**config.mk**
```make
export PLATFORM = sky130hd
export DESIGN_NAME = vbh_ram
export DESIGN_NICKNAME = d
export VERILOG_FILES = /design/src/vbh_ram.sv
export SDC_FILE = /design/constraint.sdc
export NUM_CORES = 2
export LEC_CHECK = 0
export ABC_AREA = 0
export BUFFER_PORTS_ARGS = -buffer_cell sky130_fd_sc_hd__buf_2
export CORE_MARGIN = 4
export CORE_UTILIZATION = 47
export CTS_BUF_LIST = sky130_fd_sc_hd__clkbuf_2 sky130_fd_sc_hd__clkbuf_4 sky130_fd_sc_hd__clkbuf_8
export DETAILED_ROUTE_END_ITERATION = 7
export GPL_TIMING_DRIVEN = 0
export PLACE_DENSITY = 0.62
export SLEW_MARGIN = 20
export SYNTH_ARGS = -nofsm -noshare
export SYNTH_HDL_FRONTEND = slang
export SYNTH_SLANG_ARGS = --single-unit
export TNS_END_PERCENT = 10
```
**constraint.sdc**
```tcl
create_clock -name clk_i -period 5.9 [get_ports clk_i]
set_input_delay 0.295 -clock clk_i [delete_from_list [all_inputs] [get_ports clk_i]]
set_output_delay 0.295 -clock clk_i [all_outputs]
set_load 0.03 [all_outputs]
```
**src/vbh_ram.sv**
```systemverilog
module vbh_ram #(
  parameter int WIDTH = 32,
  parameter int DEPTH = 64
) (
  input  logic                     clk_i,
  input  logic                     we_i,
  input  logic [$clog2(DEPTH)-1:0] waddr_i,
  input  logic [WIDTH-1:0]         wdata_i,
  input  logic                     re_i,
  input  logic [$clog2(DEPTH)-1:0] raddr_i,
  output logic [WIDTH-1:0]         rdata_o
);

  logic [WIDTH-1:0] mem_q [DEPTH];
  logic [WIDTH-1:0] rdata_q;

  always_ff @(posedge clk_i) begin
    if (we_i) begin
      mem_q[waddr_i] <= wdata_i;
    end
    if (re_i) begin
      rdata_q <= mem_q[raddr_i];
    end
  end

  assign rdata_o = rdata_q;

endmodule

```
# == Yosys cells after proc, flatten, opt, wreduce, memory -nomap -nowiden ==
# Memories as Yosys holds them, arrays and structs flattened. A register that Yosys moved wholly into a read port is not among the register bits.
# Index checks and enable logic that the tools add are counted.
# classes
muxes,2
# op_table
cell,n
1-bit 2-to-1 mux,2
# word_totals
ff_bits,0
mem_bits_rw,2048
in_bits,47
word_cells,3
memories,1
# mem_list
name,depth,width,read_ports,rd_ports_with_merged_regs,wr,line_no,text
mem_q,64,32,1,1,1,14,logic [WIDTH-1:0] mem_q [DEPTH];

# == Longest topological paths before layout ==
# logic_depth
word_depth,2
mapped_depth,10

# == Least setup slack after synthesis ==
# OpenSTA, ideal clock, no wires.
# synth_timing
path_kind,input-to-reg
start,input port waddr_i[3]
end,memory mem_q[48][0] (enable)
setup_ns,0.461
t_arrival_ns,2.994
t_required_ns,5.439
path_slack_ns,2.445
cell_stages,4
n_path_buf,1
path_cell_list,clkbuf_1 > nor2b_1 > nand4b_1 > nor3_1
# synth_rtl
item,line_no,text
start: declaration,7,"input logic [$clog2(DEPTH)-1:0] waddr_i,"
end: declaration,14,
# Straight into the memory's write port.

==> run summary <==
Slew margin rel.: 15.81%
Area leader, netlist: edfxtp_1
Final period utilization: 58.63%
Clock latency on the worst-skew pair: 1.06 ns
Ys Warns: 0
Mapped Nets: 3,371
Final Core Density: 55.54%
Ports: 79
Worst IR drop on VDD: 0.2517 mV
Share of layout cells above drive strength 1: 34.60%
Final hold viol count: 0
Prevailing post-synth register cell: edfxtp_1
Seq cells post-synth: 2,080
Syn_area_per_cell: 23.72 um2
Reg2Reg Setup Slack: 3.09 ns
Tot GR Track Use: 28.34%
Worst reg2reg path startpoint: mem_q[27][18]
FF-to-FF End: rdata_o[18]
Pleak: 29.26 nW
Hpwl dp: 159,900 um
Synth top area share: 79.23%
WL/cell: 38.34 um
Final min period: 3.459 ns
Vias/cell: 6.371
Unique masters post-synth: 33
Number of CTS-inserted buffers: 350
Post-route ant nets: 0
Slew @ Worst Pin: 1.263 ns
Gate Count Post-Synth: 3,324
Worst hold start: waddr_i[2]
Mapped cell area: 78,840 um2
Row cnt: 150
Worst Path Max Fanout: 10
Max incr delay on CP: 0.90 ns
Die area: 174,400 um2
Slowest stage cell, crit path: clkbuf_1
Most frequent cells in the layout: 2,080 x edfxtp_1, 544 x mux4_2, 357 x clkbuf_8
Gpl congestion: 0.8689
Vias in the first global route: 40,454
Final Cell Area: 92,780 um2
DR iter-0 viols: 7,245
Total Wirelength: 245,600 um
Core area: 167,000 um2
FILL cells: 12,319
CTS sink count: 2,080
Setup Fix Bufs, Post-CTS: 0
Root buffer cell: clkbuf_8
Worst Path Required: 6.72 ns
Grt total ovfl: 0
Layout Nets: 3,975
Unrepaired setup endpoints after global routing: no
Worst reg2reg path depth: 4
Hold EP: mem_q[52][31]
Post-synth ARST share: 0%
Max Clk Rate: 289.1 MHz
Bufs on Longest Clock Path: 4
CTS resizes: 0
H-tree depth: 5
Crit-path cells: buf_2, buf_2, buf_2, clkbuf_1, mux4_2, mux2i_1, a21oi_1, a21oi_1, nor2_1
Pwr Density: 327.4 nW/um2
Number of port buffers: 70
Worst hold path depth: 3
Crit path capture type: flip-flop
CTS tree: yes
Max Cap Violations: 0
Run status: completed
Clock Skew: 0.08422 ns
Clk slew on worst S/H paths: 0.06 ns
P&R area growth vs syn: 17.69%
Antenna violations before repair: 23
Final hold slack: 0.09612 ns
Setup CP Type: primary input to flip-flop
Setup violators final: 0
Hold bufs inserted after CTS: 24
Cell area after placement: 85,900 um2
Most common cell after layout, fill and taps aside: edfxtp_1
Arrival time worst endpoint: 4.28 ns
Die Y: 417.6 um
Die width: 417.6 um
Total number of vias: 40,805
TritonRoute pass-1 iters: 6
Startpoint Class: primary input
First-pass GRT wire length: 334,200 um
Number of flops mapped to enable cells by yosys: 2,080
Hold WC Path Type: primary input to flip-flop
Post-synthesis sequential area ratio: 79.23%
Largest cells by area after synthesis: edfxtp_1 79%, mux4_2 16%, mux2i_1 1.2%, o22ai_1 0.67%, nor2_1 0.65%
CP most frequent cell: buf_2
Drt drc: 0
Largest net degree at the start of global routing: 65
Final slew viol count: 0
Total chip power: 0.03038 W
Starting density of the core: 47.20%
==> cells in the mapped netlist, types with 7 or more instances <==
| cell | instances |
|---|---|
| edfxtp_1 | 2080 |
| nand2_1 | 26 |
| o221ai_1 | 27 |
| mux2i_1 | 93 |
| nor3_1 | 7 |
| a21oi_1 | 62 |
| mux4_2 | 544 |
| nor2b_1 | 15 |
| buf_1 | 21 |
| clkbuf_1 | 74 |
| buf_4 | 25 |
| buf_2 | 57 |
| nand2b_1 | 8 |
| a22oi_1 | 12 |
| nor2_1 | 137 |
| a311oi_1 | 8 |
| o22ai_1 | 84 |
==> state kept, by name (all words and copies together) (netlist names) <==
name and cells:
mem_q 2048, rdata_o 32
==> metal layers <==
metal | GRT usage [%] | share of wire (%) | vias to the layer above
met1 | 39.09 | 37 | 21722
met2 | 43.53 | 47 | 2906
li1 | - | - | 15603
met3 | 6.607 | 12 | 574
met5 | 0 | 0 | -
met4 | 12.93 | 5.0 | 0
==> worst max path at each step <==
stage          startpoint       endpoint  depth (start not counted)
6_report       raddr_i[1]    rdata_o[15]                          9
5_1_grt        raddr_i[1]    rdata_o[18]                          7
3_5_place_dp   raddr_i[1]    rdata_o[13]                          9
2_1_floorplan  waddr_i[3]   mem_q[48][0]                          4
4_1_cts        raddr_i[1]    rdata_o[13]                          9
3_3_place_gp   waddr_i[3]  mem_q[49][19]                          4
==> report_power, final <==
group          internal [W]  leakage [nW]  switching (W)
logic              0.000590          7.10        0.00122
registers            0.0164          18.7      0.0000267
clock network       0.00651          3.43        0.00563
total                0.0235          29.3        0.00688
==> critical path: cells and delay by family <==
family | cells | cell delay, ns
multiplexers | 2 | 0.55
AND/OR/NAND/NOR | 1 | 0.32
buffers and inverters | 4 | 2.11
AO/OA/AOI/OAI | 2 | 0.97
==> layout make-up <==
type                       count  area, um2  area share, %
sequential                  2080      62460          67.32
multi-input combinational   1062      15970          17.21
clock buffer                 469       5754          6.202
timing repair buffer         252       4173          4.498
tap                         2204       2758          2.972
buffer                       182      909.6         0.9804
clock inverter               137      710.7         0.7660
antenna                       19      47.55        0.05125
==> kinds of logic (layout without fill, tap and decap cells) <==
kind of cell	after synthesis	after routing	synth area share (%)
DFF	2080	2080	79.23
muxes	637	637	16.72
and+or+nand+nor	223	223	1.260
AOI/OAI and AO/OA	202	202	1.666
buffers and inverters	182	1040	1.124
other	0	19	0
==> through the flow <==
stage	setup TNS (ns)	instances	worst slack, ns
after global routing	0	6394	2.433
final	0	6405	2.441
after floorplan	0	3324	2.445
after detailed placement	0	5746	1.469
after CTS	0	6376	2.590
after global placement	-103.96	5598	-1.721
Power figures use the tool's default switching activity.
